### src/rtl/sqd_pkg.sv
// shared constants, payload types, state codes and ring helpers of the dispatcher
package sqd_pkg;

    localparam int NUM_QUEUES      = 4;
    localparam int QUEUE_DEPTH     = 16;
    localparam int MINUTES_PER_HOUR = 60;

    localparam int QIDX_W = $clog2(NUM_QUEUES);
    localparam int HEAD_W = $clog2(QUEUE_DEPTH);
    localparam int OCC_W  = $clog2(QUEUE_DEPTH + 1);
    localparam int SUM_W  = $clog2(2 * QUEUE_DEPTH);
    localparam int SLOT_W = $clog2(NUM_QUEUES * QUEUE_DEPTH);

    localparam int TIME_W     = 16;
    localparam int TOTAL_W    = 32;
    localparam int COUNT_W    = 16;
    localparam int DIVIDEND_W = 32;
    localparam int DIVISOR_W  = 16;
    localparam int DIVCNT_W   = $clog2(DIVIDEND_W);

    localparam logic [1:0] OP_ARRIVE = 2'd0;
    localparam logic [1:0] OP_DEPART = 2'd1;
    localparam logic [1:0] OP_CLOSE  = 2'd2;

    typedef enum logic [2:0] {
        ST_OK        = 3'd0,
        ST_BACKWARDS = 3'd1,
        ST_EMPTY     = 3'd2,
        ST_FULL      = 3'd3,
        ST_NO_CUST   = 3'd4
    } status_t;

    typedef enum logic [3:0] {
        S_IDLE,
        S_CHECK,
        S_SCAN,
        S_ARRIVE,
        S_DEP_RD,
        S_DEP_ACC,
        S_CL_RD,
        S_CL_ACC,
        S_DIV_AVG,
        S_DIV_HM,
        S_DONE
    } sqd_state_t;

    typedef struct packed {
        logic [1:0]        opcode;
        logic [TIME_W-1:0] now_minutes;
        logic [1:0]        window_index;
    } evt_t;

    typedef struct packed {
        logic [2:0]         status;
        logic [1:0]         assigned_window;
        logic               had_to_wait;
        logic [TIME_W-1:0]  stay_minutes;
        logic [TOTAL_W-1:0] total_minutes;
        logic [COUNT_W-1:0] customer_count;
        logic [15:0]        avg_hours;
        logic [5:0]         avg_minutes;
    } res_t;

    function automatic logic [HEAD_W-1:0] ring_add(input logic [HEAD_W-1:0] head,
                                                   input logic [OCC_W-1:0] off);
        logic [SUM_W-1:0] s;
        s = SUM_W'(head) + SUM_W'(off);
        if (s >= SUM_W'(QUEUE_DEPTH))
        begin
            s = s - SUM_W'(QUEUE_DEPTH);
        end
        return HEAD_W'(s);
    endfunction

    function automatic logic [SLOT_W-1:0] slot_addr(input logic [QIDX_W-1:0] q,
                                                    input logic [HEAD_W-1:0] pos);
        return SLOT_W'(q) * SLOT_W'(QUEUE_DEPTH) + SLOT_W'(pos);
    endfunction

endpackage

### src/rtl/sqd_channels.sv
// valid/ready channel interfaces for event and result beats
interface sqd_evt_if;
    import sqd_pkg::*;
    logic valid;
    logic ready;
    evt_t data;
    modport source (output valid, output data, input ready);
    modport sink   (input valid, input data, output ready);
endinterface

interface sqd_res_if;
    import sqd_pkg::*;
    logic valid;
    logic ready;
    res_t data;
    modport source (output valid, output data, input ready);
    modport sink   (input valid, input data, output ready);
endinterface

### src/rtl/sqd_store.sv
// arrival time memory, one write port and one registered read port
module sqd_store (
    input  logic                      clk,
    input  logic                      we,
    input  logic [sqd_pkg::SLOT_W-1:0] waddr,
    input  logic [sqd_pkg::TIME_W-1:0] wdata,
    input  logic [sqd_pkg::SLOT_W-1:0] raddr,
    output logic [sqd_pkg::TIME_W-1:0] rdata
);
    import sqd_pkg::*;

    logic [TIME_W-1:0] mem [NUM_QUEUES*QUEUE_DEPTH];
    logic [TIME_W-1:0] rdata_reg;

    always_ff @(posedge clk)
    begin
        if (we)
        begin
            mem[waddr] <= wdata;
        end
        rdata_reg <= mem[raddr];
    end

    assign rdata = rdata_reg;

endmodule

### src/rtl/sqd_div.sv
// restoring divider, one quotient bit per cycle
module sqd_div (
    input  logic                          clk,
    input  logic                          rst_n,
    input  logic                          start,
    input  logic [sqd_pkg::DIVIDEND_W-1:0] dividend,
    input  logic [sqd_pkg::DIVISOR_W-1:0]  divisor,
    output logic                          busy,
    output logic                          done,
    output logic [sqd_pkg::DIVIDEND_W-1:0] quotient,
    output logic [sqd_pkg::DIVISOR_W-1:0]  remainder
);
    import sqd_pkg::*;

    logic                  busy_reg, busy_next;
    logic                  done_reg, done_next;
    logic [DIVCNT_W-1:0]   cnt_reg, cnt_next;
    logic [DIVIDEND_W-1:0] quo_reg, quo_next;
    logic [DIVISOR_W-1:0]  rem_reg, rem_next;
    logic [DIVISOR_W-1:0]  dsr_reg, dsr_next;
    logic [DIVISOR_W:0]    trial;
    logic                  fits;

    always_ff @(posedge clk or negedge rst_n)
    begin
        if (!rst_n)
        begin
            busy_reg <= 1'b0;
            done_reg <= 1'b0;
            cnt_reg  <= '0;
        end
        else
        begin
            busy_reg <= busy_next;
            done_reg <= done_next;
            cnt_reg  <= cnt_next;
        end
    end

    always_ff @(posedge clk)
    begin
        quo_reg <= quo_next;
        rem_reg <= rem_next;
        dsr_reg <= dsr_next;
    end

    always_comb
    begin
        busy_next = busy_reg;
        done_next = 1'b0;
        cnt_next  = cnt_reg;
        quo_next  = quo_reg;
        rem_next  = rem_reg;
        dsr_next  = dsr_reg;
        trial     = {rem_reg, quo_reg[DIVIDEND_W-1]};
        fits      = trial >= {1'b0, dsr_reg};
        if (start)
        begin
            busy_next = 1'b1;
            cnt_next  = DIVCNT_W'(DIVIDEND_W - 1);
            quo_next  = dividend;
            rem_next  = '0;
            dsr_next  = divisor;
        end
        else if (busy_reg)
        begin
            if (fits)
            begin
                rem_next = DIVISOR_W'(trial - {1'b0, dsr_reg});
            end
            else
            begin
                rem_next = DIVISOR_W'(trial);
            end
            quo_next = {quo_reg[DIVIDEND_W-2:0], fits};
            if (cnt_reg == '0)
            begin
                busy_next = 1'b0;
                done_next = 1'b1;
            end
            else
            begin
                cnt_next = cnt_reg - 1'b1;
            end
        end
    end

    assign busy      = busy_reg;
    assign done      = done_reg;
    assign quotient  = quo_reg;
    assign remainder = rem_reg;

endmodule

### src/rtl/shortest_queue_dispatch_latency.sv
// Join-shortest-queue dispatcher: one event beat in, one result beat out per event. An event is
// taken only while the sequencer is idle; a finished result waits in the output register and
// does not hold back the next event. Steps per event, from accept to result: an arrival scans
// every queue, one queue per cycle, for the shortest; a departure makes one memory read; a
// close walks the arrival memory over the customers still queued and then, if any customer
// was counted, makes two passes of the 32-step divider (total / count, then average / 60); a
// backwards timestamp goes straight from the check step to the result.
module shortest_queue_dispatch_latency (
    input logic        clk,
    input logic        rst_n,
    sqd_evt_if.sink    evt,
    sqd_res_if.source  res
);
    import sqd_pkg::*;

    localparam logic [QIDX_W-1:0] LAST_Q = QIDX_W'(NUM_QUEUES - 1);

    sqd_state_t         state_reg, state_next;
    logic [OCC_W-1:0]   occ_reg [NUM_QUEUES];
    logic [OCC_W-1:0]   occ_next [NUM_QUEUES];
    logic [HEAD_W-1:0]  head_reg [NUM_QUEUES];
    logic [HEAD_W-1:0]  head_next [NUM_QUEUES];
    logic [TIME_W-1:0]  last_time_reg, last_time_next;
    logic [TOTAL_W-1:0] total_reg, total_next;
    logic [COUNT_W-1:0] count_reg, count_next;
    logic [QIDX_W-1:0]  q_reg, q_next;
    logic [QIDX_W-1:0]  pick_reg, pick_next;
    logic [OCC_W-1:0]   min_reg, min_next;
    logic [OCC_W-1:0]   k_reg, k_next;
    logic [1:0]         op_reg, op_next;
    logic [TIME_W-1:0]  now_reg, now_next;
    logic [1:0]         win_reg, win_next;
    logic [2:0]         status_reg, status_next;
    logic [1:0]         assigned_reg, assigned_next;
    logic               waited_reg, waited_next;
    logic [TIME_W-1:0]  stay_reg, stay_next;
    logic [15:0]        hours_reg, hours_next;
    logic [5:0]         mins_reg, mins_next;
    logic               out_valid_reg, out_valid_next;
    res_t               out_data_reg, out_data_next;

    logic [OCC_W-1:0]      occ_cur;
    logic [HEAD_W-1:0]     head_cur;
    logic [TIME_W-1:0]     diff;
    logic                  mem_we;
    logic [SLOT_W-1:0]     mem_waddr;
    logic [SLOT_W-1:0]     mem_raddr;
    logic [TIME_W-1:0]     mem_rdata;
    logic                  div_start;
    logic [DIVIDEND_W-1:0] div_dividend;
    logic [DIVISOR_W-1:0]  div_divisor;
    logic                  div_busy;
    logic                  div_done;
    logic [DIVIDEND_W-1:0] div_quotient;
    logic [DIVISOR_W-1:0]  div_remainder;

    function automatic logic [TOTAL_W-1:0] sat_add(input logic [TOTAL_W-1:0] a,
                                                   input logic [TIME_W-1:0] b);
        logic [TOTAL_W:0] s;
        s = {1'b0, a} + (TOTAL_W+1)'(b);
        return s[TOTAL_W] ? '1 : s[TOTAL_W-1:0];
    endfunction

    sqd_store u_store (
        .clk   (clk),
        .we    (mem_we),
        .waddr (mem_waddr),
        .wdata (now_reg),
        .raddr (mem_raddr),
        .rdata (mem_rdata)
    );

    sqd_div u_div (
        .clk       (clk),
        .rst_n     (rst_n),
        .start     (div_start),
        .dividend  (div_dividend),
        .divisor   (div_divisor),
        .busy      (div_busy),
        .done      (div_done),
        .quotient  (div_quotient),
        .remainder (div_remainder)
    );

    always_ff @(posedge clk or negedge rst_n)
    begin
        if (!rst_n)
        begin
            state_reg     <= S_IDLE;
            for (int i = 0; i < NUM_QUEUES; i++)
            begin
                occ_reg[i]  <= '0;
                head_reg[i] <= '0;
            end
            last_time_reg <= '0;
            total_reg     <= '0;
            count_reg     <= '0;
            q_reg         <= '0;
            k_reg         <= '0;
            op_reg        <= '0;
            out_valid_reg <= 1'b0;
        end
        else
        begin
            state_reg     <= state_next;
            occ_reg       <= occ_next;
            head_reg      <= head_next;
            last_time_reg <= last_time_next;
            total_reg     <= total_next;
            count_reg     <= count_next;
            q_reg         <= q_next;
            k_reg         <= k_next;
            op_reg        <= op_next;
            out_valid_reg <= out_valid_next;
        end
    end

    always_ff @(posedge clk)
    begin
        pick_reg     <= pick_next;
        min_reg      <= min_next;
        now_reg      <= now_next;
        win_reg      <= win_next;
        status_reg   <= status_next;
        assigned_reg <= assigned_next;
        waited_reg   <= waited_next;
        stay_reg     <= stay_next;
        hours_reg    <= hours_next;
        mins_reg     <= mins_next;
        out_data_reg <= out_data_next;
    end

    assign occ_cur   = occ_reg[q_reg];
    assign head_cur  = head_reg[q_reg];
    assign diff      = now_reg - mem_rdata;
    assign mem_waddr = slot_addr(q_reg, ring_add(head_cur, occ_cur));
    assign mem_raddr = slot_addr(q_reg, ring_add(head_cur, k_reg));
    assign evt.ready = (state_reg == S_IDLE);
    assign res.valid = out_valid_reg;
    assign res.data  = out_data_reg;

    always_comb
    begin
        state_next     = state_reg;
        occ_next       = occ_reg;
        head_next      = head_reg;
        last_time_next = last_time_reg;
        total_next     = total_reg;
        count_next     = count_reg;
        q_next         = q_reg;
        pick_next      = pick_reg;
        min_next       = min_reg;
        k_next         = k_reg;
        op_next        = op_reg;
        now_next       = now_reg;
        win_next       = win_reg;
        status_next    = status_reg;
        assigned_next  = assigned_reg;
        waited_next    = waited_reg;
        stay_next      = stay_reg;
        hours_next     = hours_reg;
        mins_next      = mins_reg;
        out_valid_next = out_valid_reg && !res.ready;
        out_data_next  = out_data_reg;
        mem_we         = 1'b0;
        div_start      = 1'b0;
        div_dividend   = total_reg;
        div_divisor    = count_reg;

        case (state_reg)
            S_IDLE:
            begin
                if (evt.valid)
                begin
                    op_next       = evt.data.opcode;
                    now_next      = evt.data.now_minutes;
                    win_next      = evt.data.window_index;
                    status_next   = ST_OK;
                    assigned_next = '0;
                    waited_next   = 1'b0;
                    stay_next     = '0;
                    hours_next    = '0;
                    mins_next     = '0;
                    state_next    = S_CHECK;
                end
            end
            S_CHECK:
            begin
                k_next = '0;
                q_next = '0;
                if (now_reg < last_time_reg)
                begin
                    status_next = ST_BACKWARDS;
                    state_next  = S_DONE;
                end
                else
                begin
                    last_time_next = now_reg;
                    case (op_reg)
                        OP_ARRIVE:
                        begin
                            state_next = S_SCAN;
                        end
                        OP_DEPART:
                        begin
                            if (int'(win_reg) >= NUM_QUEUES)
                            begin
                                status_next = ST_EMPTY;
                                state_next  = S_DONE;
                            end
                            else
                            begin
                                q_next     = QIDX_W'(win_reg);
                                state_next = S_DEP_RD;
                            end
                        end
                        OP_CLOSE:
                        begin
                            state_next = S_CL_RD;
                        end
                        default:
                        begin
                            state_next = S_DONE;
                        end
                    endcase
                end
            end
            S_SCAN:
            begin
                // first strict minimum, so the first empty queue wins
                if (q_reg == '0 || occ_cur < min_reg)
                begin
                    pick_next = q_reg;
                    min_next  = occ_cur;
                end
                if (q_reg == LAST_Q)
                begin
                    q_next     = pick_next;
                    state_next = S_ARRIVE;
                end
                else
                begin
                    q_next = q_reg + 1'b1;
                end
            end
            S_ARRIVE:
            begin
                if (occ_cur >= OCC_W'(QUEUE_DEPTH))
                begin
                    status_next = ST_FULL;
                end
                else
                begin
                    mem_we          = 1'b1;
                    waited_next     = (occ_cur != '0);
                    occ_next[q_reg] = occ_cur + 1'b1;
                    assigned_next   = 2'(q_reg);
                    if (count_reg != '1)
                    begin
                        count_next = count_reg + 1'b1;
                    end
                end
                state_next = S_DONE;
            end
            S_DEP_RD:
            begin
                if (occ_cur == '0)
                begin
                    status_next = ST_EMPTY;
                    state_next  = S_DONE;
                end
                else
                begin
                    state_next = S_DEP_ACC;
                end
            end
            S_DEP_ACC:
            begin
                stay_next        = diff;
                total_next       = sat_add(total_reg, diff);
                head_next[q_reg] = ring_add(head_cur, OCC_W'(1));
                occ_next[q_reg]  = occ_cur - 1'b1;
                state_next       = S_DONE;
            end
            S_CL_RD:
            begin
                if (k_reg >= occ_cur)
                begin
                    occ_next[q_reg]  = '0;
                    head_next[q_reg] = '0;
                    k_next           = '0;
                    if (q_reg == LAST_Q)
                    begin
                        if (count_reg == '0)
                        begin
                            status_next = ST_NO_CUST;
                            state_next  = S_DONE;
                        end
                        else
                        begin
                            div_start  = 1'b1;
                            state_next = S_DIV_AVG;
                        end
                    end
                    else
                    begin
                        q_next = q_reg + 1'b1;
                    end
                end
                else
                begin
                    k_next     = k_reg + 1'b1;
                    state_next = S_CL_ACC;
                end
            end
            S_CL_ACC:
            begin
                total_next = sat_add(total_reg, diff);
                state_next = S_CL_RD;
            end
            S_DIV_AVG:
            begin
                if (div_done)
                begin
                    div_start    = 1'b1;
                    div_dividend = div_quotient;
                    div_divisor  = DIVISOR_W'(MINUTES_PER_HOUR);
                    state_next   = S_DIV_HM;
                end
            end
            S_DIV_HM:
            begin
                if (div_done)
                begin
                    if (div_quotient > DIVIDEND_W'(16'hFFFF))
                    begin
                        hours_next = 16'hFFFF;
                        mins_next  = 6'(MINUTES_PER_HOUR - 1);
                    end
                    else
                    begin
                        hours_next = div_quotient[15:0];
                        mins_next  = 6'(div_remainder);
                    end
                    state_next = S_DONE;
                end
            end
            S_DONE:
            begin
                if (!out_valid_reg || res.ready)
                begin
                    out_valid_next                = 1'b1;
                    out_data_next.status          = status_reg;
                    out_data_next.assigned_window = assigned_reg;
                    out_data_next.had_to_wait     = waited_reg;
                    out_data_next.stay_minutes    = stay_reg;
                    out_data_next.total_minutes   = total_reg;
                    out_data_next.customer_count  = count_reg;
                    out_data_next.avg_hours       = hours_reg;
                    out_data_next.avg_minutes     = mins_reg;
                    state_next                    = S_IDLE;
                end
            end
            default:
            begin
                state_next = S_IDLE;
            end
        endcase
    end

`ifndef SYNTHESIS
    a_accept_to_check: assert property (@(posedge clk) disable iff (!rst_n)
        evt.valid && evt.ready |=> state_reg == S_CHECK)
        else $error("accepted beat did not enter the check step");

    a_occ_bound: assert property (@(posedge clk) disable iff (!rst_n)
        occ_cur <= OCC_W'(QUEUE_DEPTH))
        else $error("queue occupancy above depth");

    a_div_idle_start: assert property (@(posedge clk) disable iff (!rst_n)
        div_start |-> !div_busy)
        else $error("divider started while busy");

    a_count_monotonic: assert property (@(posedge clk) disable iff (!rst_n)
        count_reg >= $past(count_reg))
        else $error("customer count went down");

    a_total_monotonic: assert property (@(posedge clk) disable iff (!rst_n)
        total_reg >= $past(total_reg))
        else $error("running total went down");
`endif

endmodule

### src/flat_wrapper.sv
// flat-port wrapper written by rule: the top's interface ports become plain ports
module shortest_queue_dispatch_latency_flat import sqd_pkg::*;
  (clk, rst_n, evt_valid, evt_data, evt_ready, res_valid, res_data, res_ready);
  sqd_evt_if evt_i ();
  sqd_res_if res_i ();
  input logic clk;
  input logic rst_n;
  input wire logic [$bits(evt_i.valid)-1:0] evt_valid;
  input wire logic [$bits(evt_i.data)-1:0] evt_data;
  output wire logic [$bits(evt_i.ready)-1:0] evt_ready;
  output wire logic [$bits(res_i.valid)-1:0] res_valid;
  output wire logic [$bits(res_i.data)-1:0] res_data;
  input wire logic [$bits(res_i.ready)-1:0] res_ready;
  assign evt_i.valid = evt_valid;
  assign evt_i.data = evt_data;
  assign evt_ready = evt_i.ready;
  assign res_valid = res_i.valid;
  assign res_data = res_i.data;
  assign res_i.ready = res_ready;
  shortest_queue_dispatch_latency u_core (.clk(clk), .rst_n(rst_n), .evt(evt_i), .res(res_i));
endmodule
### config.mk
export PLATFORM = sky130hd
export DESIGN_NAME = shortest_queue_dispatch_latency_flat
export DESIGN_NICKNAME = d
export VERILOG_FILES = /design/src/rtl/sqd_pkg.sv /design/src/rtl/sqd_channels.sv /design/src/rtl/sqd_store.sv /design/src/rtl/sqd_div.sv /design/src/rtl/shortest_queue_dispatch_latency.sv /design/src/flat_wrapper.sv
export SDC_FILE = /design/constraint.sdc
export NUM_CORES = 2
export LEC_CHECK = 0
export ABC_AREA = 1
export BUFFER_PORTS_ARGS = -buffer_cell sky130_fd_sc_hd__buf_2
export CAP_MARGIN = 20
export CORE_MARGIN = 5
export CORE_UTILIZATION = 45
export DETAILED_ROUTE_END_ITERATION = 10
export GPL_ROUTABILITY_DRIVEN = 0
export PLACE_DENSITY = 0.66
export RECOVER_POWER = 100
export SLEW_MARGIN = 40
export SYNTH_ARGS = -nofsm -noshare
export SYNTH_HDL_FRONTEND = slang
export SYNTH_HIERARCHICAL = 1
export SYNTH_SLANG_ARGS = --single-unit
### constraint.sdc
create_clock -name clk -period 16.95 [get_ports clk]
set_input_delay 3.39 -clock clk [delete_from_list [all_inputs] [get_ports clk]]
set_output_delay 3.39 -clock clk [all_outputs]
set_load 0.02 [all_outputs]
==> metrics.txt <==
status=finished, violations left; violated checks=design-rule violations, max-capacitance violations, max-slew violations; Worst Hold Depth=0; Setup CP Type=flip-flop to flip-flop; worst path required time=approximately 18 ns; R2R Path Start=u_core/q_reg[0]$_DFFE_PN0P_; initial core utilization=approximately 45%; Placed Instances=between 7000 and 8000; crit path cell chain=clkbuf_1, inv_1, nand2_1, a32oi_1, ha_4, inv_16, buf_6, buf_4, clkbuf_1, nand2_1, nand3_1, nand3_1, nand2_1, nand2_1, nand3_1, nand3_1, nand2_1; Util after Layout=50.04%; hold path startpoint=u_core/hours_reg[3]$_SDFFCE_PN0P_; WHS Endpoint=u_core/res.data[9]$_DFFE_PP_; reg2reg path depth=17; Area Growth Syn to Fin=10.32%; Antenna diodes=0; final setup fails=0; Max VDD drop=around 0.23 mV; largest net degree at the start of global routing=approximately 220; die height=377.2 um; flops & latches, synth=about 1400; Mapped Area=60690 um2; worst hold slack=0.4147 ns; clock root buffer=clkbuf_16; total leakage power=0.02588 uW; M1 GR Usage=between 30 and 40%; number of CTS-inserted buffers=between 100 and 150; Slowest-stage cell, CP=clkbuf_1; Starting DRT DRC Count=a little under 5000; core area=133800 um2; GR Util met3=roughly 4.0%; CTS tree=built; setup TNS=0 ns; CP Capture Type=flip-flop; FP Rows=134; fmax=97.62 MHz; post-CTS resize count=0; routed wire length=160.4 mm; CTS Buffer Depth=3; Post-CTS Setup Inserts=0; IO buf count=roughly 120; Die Wd=around 380 um; PnR Total Power=between 10000 and 15000 uW; Worst path most repeated cell=nand2_1; die area=roughly 140000 um2; met2 usage=35.52%; wire per inst=20.96 um; maxcap violations=30; reg2reg setup slack=6.71 ns; worst rel slew slack=-154.5%; Sinks on Clock Net=1386; IO Pins=118; htree depth=4; Worst setup SP type=flip-flop; FF-to-FF End=u_core/u_store/rdata[1]$_DFF_P_; via/cell ratio=between 5 and 6; vias in the first global route=40220; Post-Syn Nets=5774; Skew-Pair Late Insertion Delay=a little under 0.8 ns; drt first pass iters=9; Yosys warnings=6; initial antenna violation count=7; CTS clk-pin slew, worst paths=0.06 ns; total track usage=~22%; Synth cell types=58; Post-CTS Hold Buffers=0; Largest register FFs=1024; final worst-path cycle share=~60%; WP data arrival=approximately 11 ns; register area share after synthesis=67.05%; CP max FO=between 90 and 100; measured slew at the worst slew-check pin=between 3 and 4 ns; first-pass GRT wire length=roughly 240 mm; RSZ-0062 raised after global routing=false; pwr dens=between 200 and 250 nW/um2; DR vias=42060; Top reg by flops=u_core/u_store/mem; final hold viol count=0; share of layout cells above drive strength 1=a little over 5%; gr ovfl total=0; max-slew violations=between 1500 and 2000; worst hold path type=flip-flop to flip-flop; ANT nets after route=0; # DRC=1; global routing's busiest layer=met2; Final Critical Period=between 10 and 15 ns; Max stage delay on crit path=around 2.3 ns; nets=5896; fin cells=around 7700; Clock Skew=just over 0.03 ns; post-DP HPWL=about 94 mm; Synth Instances=5651; syn_area_per_cell=between 10 and 15 um2
power breakdown:
part	internal, uW	switching, uW
Clock	1780	1300
Combinational	1850	4980
Sequential	4150	168
Total	7780	6450
cells in the mapped netlist, drive strengths merged:
| master | number | area share [%] |
|---|---|---|
| a21boi | 1 | 0.012 |
| a21o | 1 | 0.012 |
| a21oi | 90 | 0.75 |
| a22oi | 1 | 0.012 |
| a2bb2oi | 3 | 0.043 |
| a31oi | 3 | 0.031 |
| a32oi | 1 | 0.014 |
| and2 | 6 | 0.062 |
| buf | 219 | 2.4 |
| clkbuf | 40 | 0.25 |
| clkinv | 3 | 0.019 |
| dfrtp | 121 | 5.0 |
| dfxtp | 32 | 1.1 |
| edfxtp | 1233 | 61 |
| fa | 5 | 0.16 |
| ha | 94 | 1.9 |
| inv | 342 | 2.1 |
| nand2 | 1926 | 12 |
| nand3 | 1006 | 8.3 |
| nand3b | 8 | 0.099 |
| nand4 | 31 | 0.34 |
| nor2 | 223 | 1.6 |
| nor3 | 39 | 0.34 |
| nor3b | 2 | 0.025 |
| nor4 | 9 | 0.093 |
| o211ai | 1 | 0.012 |
| o21a | 14 | 0.17 |
| o21ai | 124 | 1.0 |
| o21bai | 8 | 0.099 |
| o221ai | 1 | 0.014 |
| o22ai | 3 | 0.031 |
| o31ai | 1 | 0.012 |
| or2 | 5 | 0.052 |
| xnor2 | 13 | 0.19 |
| xor2 | 42 | 0.61 |
logic make-up (layout without fill, tap and decap cells):
family                     Yosys count  count (layout)  synth area share, %
AOI/OAI and AO/OA                  252             252                2.270
xor gates and xnor gates            55              55               0.7937
adders and majority gates           99              99                2.103
buffers and inverters              604             837                4.812
DFF                               1386            1386                67.05
and+or+nand+nor                   3255            3255                22.97
worst max-delay path by stage:
stage	start	end	slack (ns)	depth (start not counted)
floorplan	res_ready	u_core/res.data[0]$_DFFE_PP_	8.47	2
global placement	u_core/q_reg[0]$_DFFE_PN0P_	u_core/u_store/rdata[15]$_DFF_P_	10.72	17
detailed placement	u_core/q_reg[0]$_DFFE_PN0P_	u_core/u_store/rdata[15]$_DFF_P_	10.85	17
CTS	u_core/q_reg[0]$_DFFE_PN0P_	u_core/u_store/rdata[15]$_DFF_P_	10.81	17
global route	u_core/q_reg[0]$_DFFE_PN0P_	u_core/u_store/rdata[7]$_DFF_P_	6.07	17
finish	u_core/q_reg[0]$_DFFE_PN0P_	u_core/u_store/rdata[1]$_DFF_P_	6.71	17
metal layers:
| metal | up-vias | share of wire, % | routed length [um] |
|---|---|---|---|
| met5 | - | 0 | 0 |
| met4 | 0 | 4.0 | 6368 |
| met3 | 306 | 8.6 | 13850 |
| met2 | 1963 | 46 | 74160 |
| met1 | 20240 | 41 | 66030 |
| li1 | 19550 | - | - |
placed cells by master (no fill, tap or decap), drive strengths merged, types with 5 or more instances in the layout:
master / instances
nand2: 1926
edfxtp: 1233
nand3: 1006
clkbuf: 377
inv: 347
nor2: 223
o21ai: 124
dfrtp: 121
ha: 94
a21oi: 90
clkinv: 54
buf: 45
xor2: 42
nor3: 39
dfxtp: 32
nand4: 31
o21a: 14
xnor2: 13
bufinv: 10
nor4: 9
o21bai: 8
nand3b: 8
and2: 6
fa: 5
or2: 5
critical path: cells and delay by family, from the launching register on:
family / cells / cell delay, ns
compound gates: 1 / 0.29
fa+ha+maj: 1 / 0.58
buf+inv: 6 / 7.29
flops: 1 / 0.65
simple gates: 9 / 1.24
layout make-up:
class | count | area, um2
Tap cell | 1768 | 2212
Fill cell | 11880 | 66840
Sequential cell | 1386 | 40690
Multi-Input combinational cell | 3661 | 16990
Inverter | 345 | 1341
Timing Repair Buffer | 237 | 1124
Clock buffer | 185 | 3889
Clock inverter | 70 | 699.4
stage by stage:
stage	setup slack, ns	instance area (um2)
after floorplan	8.466	60690
after global placement	10.72	62870
after detailed placement	10.85	63010
after CTS	10.81	67600
after global routing	6.070	66950
final	6.707	66950
Note: power is estimated with default switching activity, not from simulation.
